==> config.mk <==
export PLATFORM = sky130hd
export DESIGN_NAME = autn_mul
export DESIGN_NICKNAME = d
export VERILOG_FILES = /design/src/hw/rtl/autn_mul.sv
export SDC_FILE = /design/constraint.sdc
export NUM_CORES = 2
export LEC_CHECK = 0
export ABC_CLOCK_PERIOD_IN_PS = 17300
export BUFFER_PORTS_ARGS = -buffer_cell sky130_fd_sc_hd__buf_2
export CAP_MARGIN = 20
export CORE_MARGIN = 2
export CORE_UTILIZATION = 55
export CTS_BUF_LIST = sky130_fd_sc_hd__clkbuf_8
export DETAILED_ROUTE_END_ITERATION = 8
export HOLD_SLACK_MARGIN = 0.06
export PLACE_DENSITY = 0.79
export SETUP_SLACK_MARGIN = 0.15
export SKIP_CTS_REPAIR_TIMING = 1
export SYNTH_ARGS = -nofsm -noshare
export SYNTH_HDL_FRONTEND = slang
export SYNTH_SLANG_ARGS = --single-unit
==> constraint.sdc <==
create_clock -name clk -period 17.3 [get_ports clk]
set_clock_uncertainty 0.05 [all_clocks]
set_input_delay 2.595 -clock clk [delete_from_list [all_inputs] [get_ports clk]]
set_output_delay 2.595 -clock clk [all_outputs]
set_load 0.02 [all_outputs]
==> src/hw/rtl/autn_mul.sv <==
// shared 32x32 unsigned multiplier with registered product
module autn_mul (
    input  logic        clk,
    input  logic [31:0] a,
    input  logic [31:0] b,
    output logic [63:0] p
);
    logic [63:0] p_reg;

    always_ff @(posedge clk)
    begin
        p_reg <= {32'b0, a} * {32'b0, b};
    end

    assign p = p_reg;
endmodule

== Word level (Yosys, flattened, before mapping) ==
Index checks and enable logic that the tools add are counted.
Widths: inputs -> output; s select.

* Input port bits: 65
* Register bits: 64

* $mul: 1

{| class="wikitable"
|+ Operators with widths
! cell !! count
|-
| $mul 32x32->64 || 1
|}

== Depth between registers and ports, before layout ==
* Word-level depth: 1
* Mapped depth: 29
* Mapped depth without buffers: 27

== Worst setup path before layout ==
No wires, ideal clock.

* Path type: input to register
* Start: input a[25]
* End: register p_reg[62], in the netlist p[62]
* Cell stages on the path: 25
* Required time: 17.178 ns
* Data arrival time: 9.276 ns
* Library setup time: 0.072 ns
* Path slack: 7.902 ns
* Buffers on the path: 2
* Path through: clkbuf_1 > nand2_1 > fa_1 > inv_1 > fa_1 > inv_1 > fa_1 > inv_1 > fa_1 > fa_1 > fa_1 > fa_1 > inv_1 > fa_1 > inv_1 > ha_1 > buf_2 > nand4_1 > or4_1 > or3_1 > a31oi_1 > a31o_2 > a211oi_1 > o21ai_1 > xor2_1

* Word-level cells in the longest chain between the ends: 1

{| class="wikitable"
|+ Ends and longest elaborated chain
! element !! line !! text
|-
| start: declaration || 4 || <nowiki>input logic [31:0] a,</nowiki>
|-
| $mul 32x32->64 || 12 || <nowiki>p_reg <= {32'b0, a} * {32'b0, b};</nowiki>
|-
| end signal: assignment || 12 ||
|-
| end: declaration || 8 || <nowiki>logic [63:0] p_reg;</nowiki>
|}

Every way passes these cells.

== Worst setup path after layout ==
* Start: input b[8]
* End: register p_reg[62], in the netlist p[62]

* Word-level cells in the longest chain between the ends: 1

{| class="wikitable"
|+ Ends and longest elaborated chain
! element !! line !! text
|-
| start: declaration || 5 || <nowiki>input logic [31:0] b,</nowiki>
|-
| $mul 32x32->64 || 12 ||
|}

Every way passes these cells.

==> summary.md <==
| Metric | Value |
|---|---|
| Avg Inst Size Synth | 9.252 sq um |
| Total core area | 62740 sq um |
| Crit path time final | 10.25 ns |
| Via count | 25020 |
| Die H | 255.1 um |
| WP data arrival | 10.49 ns |
| Slew HR | 0.4132 |
| Most common cell after layout, fill and taps aside | fa_1 |
| CTS tree | yes |
| Commonest cells after routing, fill and taps aside | fa_1, inv_1, and2_1 |
| Setup tns final | 0 ns |
| Synth Warn # | 0 |
| Seq cells post-synth | 64 |
| Pre-antenna DRT Iters | 6 |
| Area growth syn-to-layout | 3.226% |
| Synth area leader | fa_1 |
| Routed Antenna Nets | 0 |
| Syn Nets | 4972 |
| Clk pin slew, worst setup/hold paths | 0.07 ns |
| Post-DR wirelength/cell | 19.60 um |
| Layout cells sized above 1 | 0.04461 |
| Met3 routed WL | 6.306 mm |
| CP startpoint | b[8] |
| FFs w/ async S/R, synth | 0 |
| First-pass GRT wire length | 146.0 mm |
| Worst setup EP type | flop |
| Top FF cell, synth | dfxtp_1 |
| Worst hold start | a[0] |
| Top cell type's share of synthesized area | 0.5173 |
| Fmax achieved | 97.54 MHz |
| CTS buffer count | 9 |
| Full die area | 65070 sq um |
| Max-slew violation count | 0 |
| Starting Density | 0.5527 |
| Die X | 255.1 um |
| Cell variety after synth | 57 |
| Post-synthesis sequential area ratio | 0.03695 |
| Setup CP Type | in -> reg |
| Max Used Layer | met5 |
| Max FFs per register | 64 |
| Slew @ Worst Pin | 0.8802 ns |
| Final worst path period share | 0.5926 |
| WP data required | 17.54 ns |
| Hold depth | 2 |
| DRC Markers | 0 |
| Initial drt markers | 1722 |
| Post-Synthesis Cells | 3748 |
| HP Class | in -> reg |
| Largest cells by area after synthesis | fa_1, and2_1, ha_1, inv_1, nand2_1 |
| Setup violators final | 0 |
| Clock root cell | clkbuf_8 |
| Vias in the first global route | 28110 |
| Max Root-Sink Buffers | 2 |
| Startpoint Class | input port |
| Global route overflow | 0 |
| Total GRT Usage | 0.2909 |
| Worst setup path end | p[62] |
| Met2 WL | 44.63 mm |
| # H-tree levels | 3 |
| Synthesized area | 34680 sq um |
| Max-Cap Viols | 0 |
| EDFF count, synth | 0 |
| Hold Fails Final Rpt | 0 |
| RSZ-0062 raised after global routing | no |
| Status | complete, no violations |
| Crit-path max FO | 32 |
| Largest net degree at the start of global routing | 33 |
| Clock sinks | 64 |
| FILL cells | 5426 |
| DRT Wirelength | 88.64 mm |
| Initial antenna violation count | 2 |
| Detailed Place HPWL | 71.16 mm |
| Cell Rows | 92 |
| NumNets Final | 4895 |
| WHS | 2.843 ns |
| Vias per cell | 5.532 |
| IO Port Bufs | 128 |
| GP Congestion | 0.9259 |
| Ports | 129 |
| Met1 Routed Length | 31.33 mm |
[worst min path at each step]
stage,slack (ns),to
2_1_floorplan,2.67,p[0]
3_3_place_gp,2.96,p[51]
3_5_place_dp,2.96,p[41]
4_1_cts,2.80,p[0]
5_1_grt,2.83,p[0]
6_report,2.84,p[0]
[cells in the mapped netlist (all sizes together), types with 9 or more instances]
master / n
o21bai: 11
nand4: 23
a21oi: 66
a21o: 40
xor2: 25
and3: 14
fa: 896
nand2: 480
and2: 602
nor2: 20
dfxtp: 64
a31oi: 12
clkbuf: 213
ha: 263
xnor2: 35
inv: 865
o21ai: 26
nand3: 10
o21a: 9
[per-stage QoR]
stage,instance area (sq um),worst slack [ns],util,instances
after floorplan,34680,7.902,-,3748
after global placement,35570,6.926,0.5670,4506
after detailed placement,35570,6.807,0.5670,4506
after CTS,35790,7.196,0.5705,4522
after global routing,35790,6.757,0.5706,4523
final,35790,7.047,0.5706,4523
[metal layers]
metal,vias up,GRT usage
li1,10690,-
met1,12860,0.3443
met2,1132,0.4970
met3,334,0.04546
met4,2,0.1848
met5,-,0
[critical path, stage by stage]
cell and delay (ns):
buf_2 0.55, nand2_1 0.17, fa_1 0.57, inv_1 0.05, fa_1 0.53, inv_1 0.05
fa_1 0.52, inv_1 0.05, fa_1 0.48, fa_1 0.56, fa_1 0.43, fa_1 0.53
inv_1 0.06, fa_1 0.47, inv_1 0.04, ha_1 0.41, nand4_1 0.22, or4_1 0.46
or3_1 0.35, a31oi_1 0.59, a31o_2 0.31, a211oi_1 0.12, o21ai_1 0.17, xor2_1 0.15
[logic make-up after synthesis]
family          share of synthesized area
simple gates                       0.1762
fa+ha+maj                          0.6122
buf+inv                            0.1177
compound gates                    0.04153
flops                             0.03695
xor+xnor                          0.01515
mux                             0.0002887
[cell type report]
type                       instances  area [sq um]  share of cell area
clock inverter                     6         82.58            0.002307
sequential                        64          1281             0.03579
timing repair buffer             132         670.6             0.01874
antenna                            1         2.502          0.00006991
tap                              846          1059             0.02957
inverter                         865          3247             0.09071
multi-input combinational       2599         29310              0.8190
clock buffer                      10         137.6            0.003845
Power is left out: the tool's default activity adds up to more than one toggle a clock period on the data nets, which glitch-free logic cannot reach.
