<file path="src/hw/rtl/autn_pkg.sv">
// types, constants and helper functions shared by the timestamp normalizer
package autn_pkg;

    localparam int unsigned DIV_W = 96;
    localparam int unsigned DSR_W = 32;
    localparam int unsigned CNT_W = $clog2(DIV_W);

    localparam logic [63:0] SMAX          = 64'h7FFF_FFFF_FFFF_FFFF;
    localparam logic [31:0] US_PER_SECOND = 32'd1000000;

    localparam logic [1:0] ST_OK        = 2'd0;
    localparam logic [1:0] ST_BAD_SCALE = 2'd1;
    localparam logic [1:0] ST_NORM_OVF  = 2'd2;
    localparam logic [1:0] ST_RANGE     = 2'd3;

    typedef struct packed {
        logic        [63:0] ntp_time;
        logic signed [63:0] pts_ticks;
        logic signed [63:0] dts_ticks;
        logic        [31:0] pts_scale;
        logic        [31:0] dts_scale;
        logic               is_video;
        logic               has_wall_clock;
        logic signed [63:0] wall_clock_us;
        logic        [31:0] mpu_sequence;
        logic               discontinuity_in;
    } unit_t;

    typedef struct packed {
        logic        [1:0]  status;
        logic signed [63:0] norm_pts;
        logic signed [63:0] norm_dts;
        logic               discontinuity_out;
        logic               clock_emit;
        logic signed [63:0] clock_us;
        logic               clock_overflow;
    } result_t;

    typedef struct packed {
        logic             start;
        logic [DIV_W-1:0] dividend;
        logic [DSR_W-1:0] divisor;
    } div_req_t;

    typedef struct packed {
        logic             done;
        logic [DIV_W-1:0] quotient;
    } div_rsp_t;

    function automatic logic add_ovf(input logic [63:0] a, input logic [63:0] b,
                                     input logic [63:0] r);
        return (a[63] == b[63]) && (r[63] != a[63]);
    endfunction

    function automatic logic sub_ovf(input logic [63:0] a, input logic [63:0] b,
                                     input logic [63:0] r);
        return (a[63] != b[63]) && (r[63] != a[63]);
    endfunction

endpackage

</file>
<file path="src/hw/rtl/autn_div.sv">
// bit-serial restoring divider, one quotient bit per cycle
module autn_div (
    input  logic               clk,
    input  logic               rst_n,
    input  autn_pkg::div_req_t req,
    output autn_pkg::div_rsp_t rsp
);
    import autn_pkg::*;

    logic [DIV_W-1:0] dvd_reg;
    logic [DSR_W-1:0] rem_reg;
    logic [DSR_W-1:0] dsr_reg;
    logic [CNT_W-1:0] cnt_reg;
    logic             busy_reg;
    logic             done_reg;
    logic [DSR_W:0]   rem_sh;
    logic [DSR_W:0]   rem_sub;
    logic             ge;

    assign rem_sh  = {rem_reg, dvd_reg[DIV_W-1]};
    assign rem_sub = rem_sh - {1'b0, dsr_reg};
    assign ge      = rem_sh >= {1'b0, dsr_reg};

    always_ff @(posedge clk or negedge rst_n)
    begin
        if (!rst_n)
        begin
            busy_reg <= 1'b0;
            done_reg <= 1'b0;
            cnt_reg  <= '0;
            dvd_reg  <= '0;
            rem_reg  <= '0;
            dsr_reg  <= '0;
        end
        else if (req.start)
        begin
            dvd_reg  <= req.dividend;
            dsr_reg  <= req.divisor;
            rem_reg  <= '0;
            cnt_reg  <= '0;
            busy_reg <= 1'b1;
            done_reg <= 1'b0;
        end
        else if (busy_reg)
        begin
            dvd_reg <= {dvd_reg[DIV_W-2:0], ge};
            rem_reg <= ge ? rem_sub[DSR_W-1:0] : rem_sh[DSR_W-1:0];
            cnt_reg <= cnt_reg + 1'b1;
            if (cnt_reg == CNT_W'(DIV_W - 1))
            begin
                busy_reg <= 1'b0;
                done_reg <= 1'b1;
            end
        end
    end

    assign rsp.done     = done_reg;
    assign rsp.quotient = dvd_reg;
endmodule

</file>
<file path="config.mk">
export PLATFORM = sky130hd
export DESIGN_NAME = autn_div
export DESIGN_NICKNAME = d
export VERILOG_FILES = /design/src/hw/rtl/autn_pkg.sv /design/src/hw/rtl/autn_div.sv
export SDC_FILE = /design/constraint.sdc
export NUM_CORES = 1
export LEC_CHECK = 0
export ABC_AREA = 1
export BUFFER_PORTS_ARGS = -buffer_cell sky130_fd_sc_hd__buf_2
export CAP_MARGIN = 5
export CORE_MARGIN = 5
export CORE_UTILIZATION = 50
export CTS_CLUSTER_DIAMETER = 120
export DETAILED_ROUTE_END_ITERATION = 8
export PLACE_DENSITY = 0.78
export SLEW_MARGIN = 20
export SYNTH_ARGS = -nofsm -noshare
export SYNTH_HDL_FRONTEND = slang
export SYNTH_SLANG_ARGS = --single-unit
</file>
<file path="constraint.sdc">
create_clock -name clk -period 1.9 [get_ports clk]
set_input_delay 0 -clock clk [delete_from_list [all_inputs] [get_ports clk]]
set_output_delay 0 -clock clk [all_outputs]
set_load 0.01 [all_outputs]
</file>
After elaboration in Yosys (flattened, before gate mapping) --
Index checks and enable logic that the tools add are counted.
Word-level totals: register bits 169, bits in latches 0, bits in writable memories 0, ROM bits 0, memories 0
Operators by class: $add $sub $neg 2, $mul 0, div/mod/pow operators 0, magnitude comparators 1, equality and inequality tests 1, shift-type cells 0, muxes and demuxes 13, bitwise operators 0, reductions and logical operators 3
Operators by type and width (number):
- $mux W96 | 2
- $mux W32 | 3
- $ge A33 B32 Y1 | 1
- $sub A32 B32 Y32 | 1
- $mux W7 | 2
- $add A7 B1 Y7 const B | 1
- $eq A7 B7 Y1 const B | 1
- $mux W1 | 6
- $reduce_bool A2 Y1 | 2
- $reduce_and A2 Y1 | 1

Logic depth before layout (Yosys ltp) --
Gate-level depths: netlist of the first run.
depth after elaboration 4, gate-level depth with buffers 17

Worst setup path before layout of the first run --
Ideal clock, no wire load.
kind reg2reg, start reg dvd_reg[95], end reg rem_reg[16], setup time 117 ps, arrival 1853 ps, slack -70 ps, stages on the path, launching flop included 16, buffers on the path 0, period minus slack after synthesis 1970 ps, path through dfrtp_1 inv_1 ha_1 fa_1 inv_1 nand3_1 nand2_1 nand2_1 nand2_1 nand3_1 nand2_1 nand2_1 nand2_1 nand2_1 nand3_1 nand2_1
Between the ends: longest elaborated chain between the ends 4
Ends and longest elaborated chain:
- start, declared | line autn_div.sv:10 | logic [DIV_W-1:0] dvd_reg;
- start signal, assigned | line autn_div.sv:37 | dvd_reg <= req.dividend;
- start signal, assigned | line autn_div.sv:46 | dvd_reg <= {dvd_reg[DIV_W-2:0], ge};
- $sub A32 B32 Y32 or $ge A33 B32 Y1 (tied branches) | line autn_div.sv:21, autn_div.sv:22
- $mux W32 * | line autn_div.sv:47 | rem_reg <= ge ? rem_sub[DSR_W-1:0] : rem_sh[DSR_W-1:0];
- $mux W32 * | line autn_div.sv:44 | else if (busy_reg)
- $mux W32 * | line autn_div.sv:35 | else if (req.start)
- end signal, assigned | line autn_div.sv:47
- end, declared | line autn_div.sv:11 | logic [DSR_W-1:0] rem_reg;
Every way passes the cells marked *; elsewhere a longest branch is shown, timed or not. The select of a mux whose other input is x is not followed. A chain may end at the register's enable or synchronous reset.

Worst setup path after layout of the first run --
start reg rem_reg[1], end reg rem_reg[6]
Between the ends: longest elaborated chain between the ends 4
Ends and longest elaborated chain (line):
- $sub A32 B32 Y32 or $ge A33 B32 Y1 (tied branches) | autn_div.sv:21, autn_div.sv:22
- $mux W32 * | autn_div.sv:47
- $mux W32 * | autn_div.sv:44
- $mux W32 * | autn_div.sv:35
Marks and branches as above.

==> metrics.csv, run 1 <==
stage;metric;value;unit
pwr;P_leak;8.35;nW
critical_path;crit-path cells;ha_4, nand2_2, nor2_2, nand3_1, nor2_2, nand2_2, nor2_8, nor2_8, nand2_8, buf_12, nand2_2, nand3_2, nand2_1;
route;top sig layer;met4;
layout;final std cells w/o fill;2191;
route;DR WL met3;2930;um
layout;# nets final;2072;
critical_path;Worst EP arrival;2.44;ns
clocking;Num CTS Buffers;17;
synthesis;Ys Warns;0;
clocking;clock slew at reported path FFs;0.08;ns
critical_path;Worst path most repeated cell;nand2_2;
clocking;clock latency on the worst-skew pair;0.45;ns
route;detailed router's first-iteration violation count;905;
hold_path;Worst Hold Class;input port to flop;
sta;Setup Skew;0.0103;ns
synthesis;synthesized flop and latch total;169;
critical_path;endpoint class of the critical path;flop;
floorplan;Die Ht;152;um
synthesis;ys flop type;dfrtp_1;
pwr;PwrDens;1200;mW/mm2
sta;Peak Freq;476;MHz
pwr;Worst VDD drop;850;uV
route;DR vias;11700;
layout;ratio of cells with drive above 1 in the final layout;0.333;
run_status;failing checks;negative setup slack;
grt;largest net degree at the start of global routing;96;
sta;Finish-stage setup viols;33;
synthesis;Synth top cells by count;547 x nand2_1, 247 x inv_1, 169 x dfrtp_1;
synthesis;Synth async-reset ratio;1.00;
synthesis;most common cell in the netlist;nand2_1;
sta;fin. max-slew vios;0;
grt;GR Util All Layers;0.322;
critical_path;CP Max Fanout;8;
critical_path;slowest stage cell, crit path;dfrtp_1;
grt;first-pass GRT wire length;61400;um
route;drt pass-1 iters;6;
layout;max FFs per register;96;
critical_path;Worst EP required;2.23;ns
sta;min cycle time layout;2.10;ns
critical_path;CP max stage delay;0.43;ns
synthesis;post-synthesis sequential area ratio;0.418;
route;Post-Route WL;39000;um
sta;final period utilization;1.11;
critical_path;critical path class;flop to flop;
floorplan;Die Width;152;um
clocking;CTS Root Cell;clkbuf_16;
run_status;outcome;complete, but fails checks;
synthesis;number of flops mapped to enable cells by yosys;0;
route;met2 wire len;19200;um
grt;vias in the first global route;11900;
sta;Slew @ Worst Pin;0.746;ns
floorplan;die area;0.0232;mm2
grt;gr ovfl total;0;
clocking;clock buffer depth;2;
synthesis;syn nets;1567;
synthesis;mapped cell area;0.0101;mm2
sta;final setup margin;-0.202;ns
placement;dpl cells;1978;
sta;Final Hold Vio Count;0;
sta;Slew HR;0.502;
route;Via density;5.32;
placement;hpwl dp;24000;um
grt;initial antenna violation count;1;
route;Post-DRT Antenna Nets;0;
floorplan;Initial Util;0.504;
synthesis;Distinct cells, synth;37;
synthesis;syn avg cell area;7.22;um2
synthesis;Area contributors post-synth;dfrtp_1 42%, nand2_1 20%, inv_1 9.2%;
flow_run;max_cap viols;0;
clocking;CTS tree;done;
sta;RSZ-0062 raised after global routing;yes;
synthesis;share of the synthesized area in the top cell type;0.418;
route;Metal-1 WL;14700;um
clocking;CTS Sinks;169;
route;routed len/inst;17.8;um
placement;GP Congestion;0.948;
floorplan;core box area;0.0201;mm2
critical_path;Startpoint Class;flop;
floorplan;top-level I/O count;228;
placement;port bufs;227;
floorplan;Rows;52;
clocking;H-tree levels;4;
sta;WHS;0.0219;ns
synthesis;Cells after Synth;1402;
layout;Area Overhead vs Synth;54.6;%
synthesis;leading area contributor after synthesis;dfrtp_1;
route;DRC;0;
## per-stage QoR
stage / TNS [ns] / setup slack, ns / total power [W] / utilization / cell area [um2]
global placement: -8.19 / -0.282 / 0.0122 / 0.619 / 12500
finish: -5.21 / -0.202 / 0.0188 / 0.779 / 15700
CTS: -3.05 / -0.125 / 0.0174 / 0.754 / 15200
detailed placement: -8.42 / -0.278 / 0.0123 / 0.619 / 12500
floorplan: -0.0840 / -0.00444 / 0.00908 / - / 10100
global route: -8.62 / -0.321 / 0.0200 / 0.779 / 15700
## worst paths after layout
kind	to	startpoint	slack, ns	depth (start not counted)
max reg2reg	rem_reg[6]$_DFFE_PN0P_	rem_reg[1]$_DFFE_PN0P_	-0.20	13
min in group asynchronous	dsr_reg[11]$_DFFE_PN0P_	rst_n	0.04	2
max	rem_reg[6]$_DFFE_PN0P_	rem_reg[1]$_DFFE_PN0P_	-0.20	13
max in group asynchronous	rem_reg[21]$_DFFE_PN0P_	rst_n	1.18	3
min	busy_reg$_DFF_PN0_	req[128]	0.02	3
min reg2reg	dsr_reg[0]$_DFFE_PN0P_	dsr_reg[0]$_DFFE_PN0P_	0.49	2
## area by class of cell
cell class              instances  area (um2)
well taps                     270         338
diodes                          1        2.50
clock buffers                  18         439
multi-input cells             931        5590
inverters                     251         945
flip-flops and latches        169        4230
repair buffers                537        3940
fillers                      1308        4440
clock inverters                14         175
## metal layers
| layer | track usage | vias up |
|---|---|---|
| met5 | 0 | - |
| met2 | 0.554 | 642 |
| li1 | - | 5401 |
| met4 | 0.156 | 0 |
| met1 | 0.383 | 5439 |
| met3 | 0.0721 | 172 |
## cell usage in the layout, fill, tap and decap left out, types with 7 or more instances in the layout
cell	count
a21oi_1	14
a22oi_1	12
buf_12	8
buf_2	225
buf_4	165
clkbuf_16	18
dfrtp_1	168
dlygate4sd3_1	132
ha_4	30
inv_1	217
inv_2	33
nand2_1	480
nand2_2	62
nand2_4	17
nand3_1	48
nand3_2	21
nand3b_1	22
nand4_1	7
nor2_1	30
nor2_2	8
nor2_4	16
o211ai_1	32
o21ai_0	43
o221ai_1	47
xnor2_1	9
## cell families after synthesis
group	after synthesis	share of synthesized area
simple gates	726	0.305
buf+inv	304	0.117
flops	169	0.418
compound gates	155	0.105
fa+ha+maj	34	0.0427
xor+xnor	14	0.0121
## where the power goes
group / switching (W) / total, W / leakage [nW] / internal [W]
Clock: 0.00181 / 0.00363 / 0.298 / 0.00182
Combinational: 0.00562 / 0.0106 / 5.97 / 0.00497
Sequential: 0.000460 / 0.00457 / 2.09 / 0.00411
## repair_timing
item | CTS | global route
setup endpoints to repair | 33 | 101
cloned | 2 | 1
pin swaps | 18 | 29
hold buffers | 132 | 0
buffers inserted | 22 | 23
hold endpoints to repair | 297 | 0
gates resized for setup | 99 | 99
## worst max-delay path: cells and delay by family (launching register included)
family                   cells  cell delay [ns]
flip-flops                   1             0.43
adder cells (fa/ha/maj)      1             0.33
buffers and inverters        1             0.14
AND/OR/NAND/NOR             11             1.08
No activity file was read; power rests on OpenSTA's default activity.
==> inputs of run 2 (changes only) <==
--- a/config.mk
+++ b/config.mk
@@ -6,8 +6,10 @@
 export NUM_CORES = 1
 export LEC_CHECK = 0
 export ABC_AREA = 1
+export ABC_CLOCK_PERIOD_IN_PS = 1900
 export BUFFER_PORTS_ARGS = -buffer_cell sky130_fd_sc_hd__buf_2
 export CAP_MARGIN = 5
+export CORE_ASPECT_RATIO = 0.6
 export CORE_MARGIN = 5
 export CORE_UTILIZATION = 50
 export CTS_CLUSTER_DIAMETER = 120
==> run 2 against run 1 <==
The flow still finishes with violations (negative setup slack). Fmax shrank 0.49%. Global-route usage is 1.3 points higher. Flip-flop and latch count is the same. Clock-buffer cell count up 2. Power decreased by 0.12%. Via count up 0.61%. First-iteration DRC count increased by 35%. Sequential power barely moved. Clock skew rose by 0.0016 ns. Worst setup slack got worse by 0.010 ns. Critical path type unchanged.
==> metrics.csv, run 2 (synthesis results as in run 1) <==
stage;metric;value;unit;change
floorplan;Die Width;194;um;+27%
sta;final period utilization;1.11;;+0.00549
hold_path;Worst Hold Class;input port to asynchronous set/reset pin;;
grt;initial antenna violation count;0;;-1
route;drt pass-1 iters;6;;unchanged
clocking;H-tree levels;4;;unchanged
sta;Final Hold Vio Count;0;;unchanged
sta;Setup Skew;0.0119;ns;+0.00160 ns
pwr;Switching Fraction;0.416;;-0.00325
sta;Peak Freq;473;MHz;-0.49%
floorplan;Rows;40;;-23%
route;DR vias;11700;;+0.61%
pwr;Worst VDD drop;929;uV;+9.3%
route;Post-DRT Antenna Nets;0;;unchanged
floorplan;Initial Util;0.507;;+0.00341
clocking;clock latency on the worst-skew pair;0.46;ns;about the same
clocking;clock slew at reported path FFs;0.07;ns;about the same
floorplan;top-level I/O count;228;;unchanged
layout;# fillers;1318;;+0.76%
sta;fin. max-slew vios;0;;unchanged
critical_path;Worst EP arrival;2.45;ns;about the same
pwr;combinational share of power;0.581;;+0.018
critical_path;Worst EP required;2.24;ns;about the same
pwr;P_leak;8.39;nW;+0.39%
critical_path;Startpoint Class;flop;;
sta;final setup margin;-0.212;ns;-0.0104 ns
run_status;outcome;complete, but fails checks;;
sta;Slew @ Worst Pin;0.824;ns;+0.0776 ns
layout;Area Overhead vs Synth;54.6;%;about the same
critical_path;endpoint class of the critical path;flop;;
placement;port bufs;227;;unchanged
grt;first-pass GRT wire length;63000;um;+2.5%
grt;GR Util All Layers;0.335;;+0.0127
pwr;Tot Pwr;0.0188;W;-0.12%
layout;commonest non-fill, non-tap cells in the layout;487 x nand2_1, 225 x buf_2, 221 x inv_1, 174 x buf_4, 169 x dfrtp_1;;
layout;final std cells w/o fill;2196;;+0.23%
layout;ratio of cells with drive above 1 in the final layout;0.336;;+0.00243
sta;WHS;0.0836;ns;+0.0618 ns
placement;Place WS;-0.341;ns;-0.0629 ns
sta;Finish-stage setup viols;33;;unchanged
floorplan;die area;0.0233;mm2;+0.41%
pwr;P_int;0.0110;W;+0.44%
sta;Slew HR;0.451;;-0.0517
run_status;failing checks;negative setup slack;;
clocking;CTS Root Cell;clkbuf_16;;
pwr;Reg power frac;0.244;;about the same
layout;max FFs per register;96;;unchanged
route;Post-Route WL;39400;um;+1.1%
grt;gr ovfl total;0;;unchanged
sta;RSZ-0062 raised after global routing;yes;;
floorplan;Die Ht;120;um;-21%
layout;fin util;0.784;;+0.00533
route;DRC;0;;unchanged
pwr;clock power share;0.176;;-0.017
floorplan;core box area;0.0200;mm2;-0.67%
placement;hpwl dp;24100;um;+0.71%
placement;GP Congestion;0.977;;+3.1%
grt;vias in the first global route;11800;;-0.72%
placement;dpl cells;2006;;+1.4%
layout;most common cell after layout, fill and taps aside;nand2_1;;
critical_path;critical path class;flop to flop;;
route;Via density;5.34;;+0.38%
clocking;Num CTS Buffers;17;;unchanged
layout;# nets final;2075;;+0.14%
clocking;clock buffer depth;2;;unchanged
route;routed len/inst;17.9;um;+0.87%
critical_path;CP Max Fanout;7;;-1
flow_run;max_cap viols;0;;unchanged
route;detailed router's first-iteration violation count;1225;;+35%
clocking;CTS tree;done;;
clocking;CTS Sinks;169;;unchanged
sta;min cycle time layout;2.11;ns;+0.0104 ns
pwr;sw power;0.00782;W;-0.89%
pwr;PwrDens;1200;mW/mm2;-0.13%
grt;largest net degree at the start of global routing;161;;+68%
[run 2: repair_timing]
item	CTS	global route
hold endpoints to repair	203	0
setup endpoints to repair	33	33
resized for setup	123	73
pin swaps	34	39
setup buffers	20	7
gates cloned	1	2
hold buffers	129	0
[run 2: worst max-delay path: stages, from the launching register on]
cell,delay (ns)
dfrtp_1,0.43
ha_4,0.33
nand2_4,0.08
nor2_4,0.13
inv_4,0.06
nor4_4,0.30
nand2_4,0.12
nand2_8,0.16
buf_12,0.16
nand3_2,0.09
nand2_2,0.07
nand2_1,0.05
[run 2: layout make-up]
type                    count  area, um2  area share
diodes                      2       5.00    0.000320
well taps                 273        342      0.0218
flip-flops and latches    169       4230       0.270
repair buffers            542       4000       0.256
clock buffers              20        457      0.0292
multi-input cells         929       5610       0.358
inverters                 251        947      0.0605
clock inverters            10       70.1     0.00447
[run 2: worst paths after layout]
kind	startpoint	end	slack, ns	depth (start not counted)
max in group asynchronous	rst_n	dsr_reg[24]$_DFFE_PN0P_	1.07	3
min	rst_n	dsr_reg[21]$_DFFE_PN0P_	0.08	2
min reg2reg	cnt_reg[5]$_DFFE_PN0P_	cnt_reg[5]$_DFFE_PN0P_	0.49	1
min in group clk	req[128]	dvd_reg[42]$_DFFE_PN0P_	0.16	5
max	rem_reg[24]$_DFFE_PN0P_	rem_reg[21]$_DFFE_PN0P_	-0.21	11
max reg2reg	rem_reg[24]$_DFFE_PN0P_	rem_reg[21]$_DFFE_PN0P_	-0.21	11
[run 2: metal layers]
layer,share of wire,global-route usage,up-vias
li1,-,-,5415
met1,0.43,0.464,5513
met2,0.45,0.529,677
met3,0.092,0.0755,120
met4,0.032,0.104,0
met5,0,0,-
[run 2: metrics by stage]
step | setup TNS [ns] | area [um2]
floorplan | -0.0840 | 10100
global placement | -8.40 | 12700
detailed placement | -9.26 | 12700
CTS | -2.85 | 15300
global route | -8.22 | 15700
finish | -5.48 | 15700
[run 2: power by group through the flow]
stage               clock network, W  logic (W)  registers, W
floorplan                          0    0.00454       0.00454
global placement                   0    0.00811       0.00446
detailed placement                 0    0.00824       0.00448
CTS                          0.00329    0.00973       0.00453
global route                 0.00346     0.0118       0.00461
finish                       0.00330     0.0109       0.00457
==> inputs of run 3 (changes only) <==
--- a/config.mk
+++ b/config.mk
@@ -6,15 +6,15 @@
 export NUM_CORES = 1
 export LEC_CHECK = 0
 export ABC_AREA = 1
-export ABC_CLOCK_PERIOD_IN_PS = 1900
+export ABC_CLOCK_PERIOD_IN_PS = 2100
 export BUFFER_PORTS_ARGS = -buffer_cell sky130_fd_sc_hd__buf_2
 export CAP_MARGIN = 5
 export CORE_ASPECT_RATIO = 0.6
 export CORE_MARGIN = 5
-export CORE_UTILIZATION = 50
+export CORE_UTILIZATION = 55
 export CTS_CLUSTER_DIAMETER = 120
 export DETAILED_ROUTE_END_ITERATION = 8
-export PLACE_DENSITY = 0.78
+export PLACE_DENSITY = 0.81
 export SLEW_MARGIN = 20
 export SYNTH_ARGS = -nofsm -noshare
 export SYNTH_HDL_FRONTEND = slang
==> constraint.sdc (replaced) <==
create_clock -name clk -period 2.1 [get_ports clk]
set_input_delay 0 -clock clk [delete_from_list [all_inputs] [get_ports clk]]
set_output_delay 0 -clock clk [all_outputs]
set_load 0.01 [all_outputs]
==> run 3 against run 2 <==
The flow still finishes with violations (negative setup slack). Largest cell class unchanged. Non-clock buffer count fell by 36. Sequential share of layout area increased by 0.86 points. Largest power group unchanged. Sequential power shrank 9.0%. Global-route usage is 4.7 points higher. First-iteration DRC count rose by 38%.
==> metrics.csv, run 3 (synthesis results as in run 1) <==
stage;metric;value;unit;change
pwr;clock power share;0.195;;+0.019
pwr;Switching Fraction;0.420;;+0.00361
pwr;PwrDens;1090;mW/mm2;-8.7%
pwr;Worst VDD drop;845;uV;-9.0%
layout;most common cell after layout, fill and taps aside;nand2_1;;
grt;gr ovfl total;0;;unchanged
route;DR vias;12000;;+2.5%
floorplan;Initial Util;0.561;;+0.0534
floorplan;Rows;38;;-5.0%
sta;Peak Freq;463;MHz;-2.3%
critical_path;worst path buffer plus inverter count;2;;unchanged
layout;# nets final;2039;;-1.7%
pwr;sw power;0.00697;W;-11%
placement;GP Congestion;1.01;;+2.9%
layout;commonest non-fill, non-tap cells in the layout;517 x nand2_1, 230 x inv_1, 225 x buf_2, 168 x dfrtp_1, 132 x buf_4;;
floorplan;die area;0.0213;mm2;-8.5%
pwr;combinational share of power;0.555;;-0.026
sta;Setup Skew;0.0133;ns;+0.00146 ns
layout;# fillers;1012;;-23%
clocking;clock buffer depth;2;;unchanged
critical_path;slowest stage cell, crit path;dfrtp_1;;
clocking;CTS Root Cell;clkbuf_16;;
clocking;CTS Sinks;169;;unchanged
sta;Slew HR;0.534;;+0.0830
critical_path;CP Max Fanout;16;;+9
layout;max FFs per register;96;;unchanged
pwr;P_int;0.00963;W;-12%
route;Via density;5.64;;+5.7%
critical_path;Worst path most repeated cell;nand2_1;;
route;DRC;0;;unchanged
clocking;clock slew at reported path FFs;0.07;ns;about the same
floorplan;Die Width;185;um;-4.4%
grt;GR Util All Layers;0.382;;+0.0471
critical_path;Worst EP arrival;2.54;ns;+0.09 ns
sta;Slew @ Worst Pin;0.699;ns;-0.125 ns
clocking;clock latency on the worst-skew pair;0.45;ns;about the same
clocking;CTS tree;done;;
placement;port bufs;227;;unchanged
sta;final period utilization;1.03;;-0.0824
critical_path;R2R Setup Slk;-0.06;ns;+0.15 ns
sta;RSZ-0062 raised after global routing;yes;;
grt;initial antenna violation count;1;;+1
layout;area of the multi-input gates;0.00534;mm2;-4.8%
route;Post-DRT Antenna Nets;0;;unchanged
flow_run;max_cap viols;0;;unchanged
sta;min cycle time layout;2.16;ns;+0.0494 ns
grt;largest net degree at the start of global routing;110;;-32%
route;drt pass-1 iters;7;;+1
critical_path;crit-path cells;ha_4, nand2_2, nor2_2, inv_2, nor4_4, nand2_4, nand2_8, buf_16, nand2_1, nand2_1, nand2_1, nand2_1;;
clocking;H-tree levels;4;;unchanged
critical_path;crit-path leading delay family;simple AND/OR/NAND/NOR gates;;
sta;Finish-stage setup viols;20;;-39%
pwr;Reg power frac;0.250;;+0.006
layout;Area Overhead vs Synth;49.9;%;
critical_path;CP max stage delay;0.45;ns;+0.02 ns
sta;final setup margin;-0.0616;ns;+0.151 ns
run_status;outcome;complete, but fails checks;;
clocking;Num CTS Buffers;17;;unchanged
hold_path;Worst Hold Class;input port to flop;;
critical_path;Worst EP required;2.48;ns;+0.24 ns
floorplan;top-level I/O count;228;;unchanged
pwr;P_leak;8.17;nW;-2.5%
sta;fin. max-slew vios;0;;unchanged
floorplan;core box area;0.0181;mm2;-9.5%
critical_path;endpoint class of the critical path;flop;;
grt;first-pass GRT wire length;63900;um;+1.5%
critical_path;critical path class;flop to flop;;
critical_path;Startpoint Class;flop;;
route;detailed router's first-iteration violation count;1686;;+38%
run_status;failing checks;negative setup slack;;
sta;setup TNS;-0.332;ns;+5.15 ns
route;routed len/inst;19.6;um;+9.2%
sta;Final Hold Vio Count;0;;unchanged
placement;hpwl dp;25100;um;+3.8%
floorplan;Die Ht;115;um;-4.3%
layout;ratio of cells with drive above 1 in the final layout;0.289;;-0.0469
route;Post-Route WL;41700;um;+5.9%
layout;fin util;0.840;;+0.0560
layout;FF+latch area;0.00423;mm2;about the same
grt;vias in the first global route;12000;;+1.4%
## run 3: changes by cell type in the layout (fill, tap and decap cells not counted), moves of 5 or more
cell / before / now
buf_4: 174 / 132
nand2_1: 487 / 517
nand2_2: 54 / 30
nand3_1: 43 / 57
nand3_2: 26 / 13
inv_1: 221 / 230
inv_2: 28 / 21
nand2_4: 17 / 11
nor2_1: 28 / 33
## run 3: metal layers
metal,vias up,global-route usage,share of wire
met4,0,0.141,0.043
met2,910,0.593,0.45
met3,194,0.103,0.11
li1,5341,-,-
met5,-,0,0
met1,5569,0.520,0.40
## run 3: final timing paths
kind	end	startpoint	cells after the start
setup reg to reg	rem_reg[7]$_DFFE_PN0P_	rem_reg[24]$_DFFE_PN0P_	12
hold reg to reg	dvd_reg[65]$_DFFE_PN0P_	dvd_reg[64]$_DFFE_PN0P_	2
setup / recovery	rem_reg[7]$_DFFE_PN0P_	rem_reg[24]$_DFFE_PN0P_	12
min in group asynchronous	rem_reg[19]$_DFFE_PN0P_	rst_n	2
hold / removal	dvd_reg[35]$_DFFE_PN0P_	req[128]	4
max in group asynchronous	dsr_reg[26]$_DFFE_PN0P_	rst_n	3
## run 3: layout make-up
type / instances / share of cell area
repair buffers: 506 / 0.249
multi-input cells: 929 / 0.352
flip-flops and latches: 169 / 0.279
diodes: 2 / 0.000330
inverters: 251 / 0.0621
clock inverters: 12 / 0.00849
clock buffers: 20 / 0.0301
well taps: 240 / 0.0198
## run 3: metrics by stage
stage               instance area (um2)  cells  setup WS, ns  hold WS (ns)  power (W)
floorplan                         10100   1402         0.130        -0.296    0.00821
global placement                  12500   1946        -0.193        0.0479     0.0111
detailed placement                12500   1946        -0.162        0.0480     0.0112
CTS                               14900   2120       0.00173        0.0307     0.0155
global route                      15200   2128        -0.155        0.0770     0.0175
finish                            15200   2129       -0.0616        0.0560     0.0166
## run 3: worst min-delay path: stages
cell and delay [ns]:
buf_4 0.15, nor2_4 0.07, inv_2 0.09, o221ai_1 0.12
## run 3: repair_timing
action,4_1_cts,5_1_grt
endpoints found under the hold margin,191,0
setup endpoints to repair,32,34
hold buffers,130,0
resized for setup,62,62
cloned,2,1
pin swaps,17,30
setup buffers,11,7
## run 3: power by group through the flow
| stage | clock, W | combinational, W | sequential [W] |
|---|---|---|---|
| after floorplan | 0 | 0.00410 | 0.00411 |
| after global placement | 0 | 0.00705 | 0.00405 |
| after CTS | 0.00318 | 0.00824 | 0.00410 |
| after detailed placement | 0 | 0.00714 | 0.00407 |
| final | 0.00324 | 0.00921 | 0.00416 |
| after global routing | 0.00336 | 0.00992 | 0.00419 |
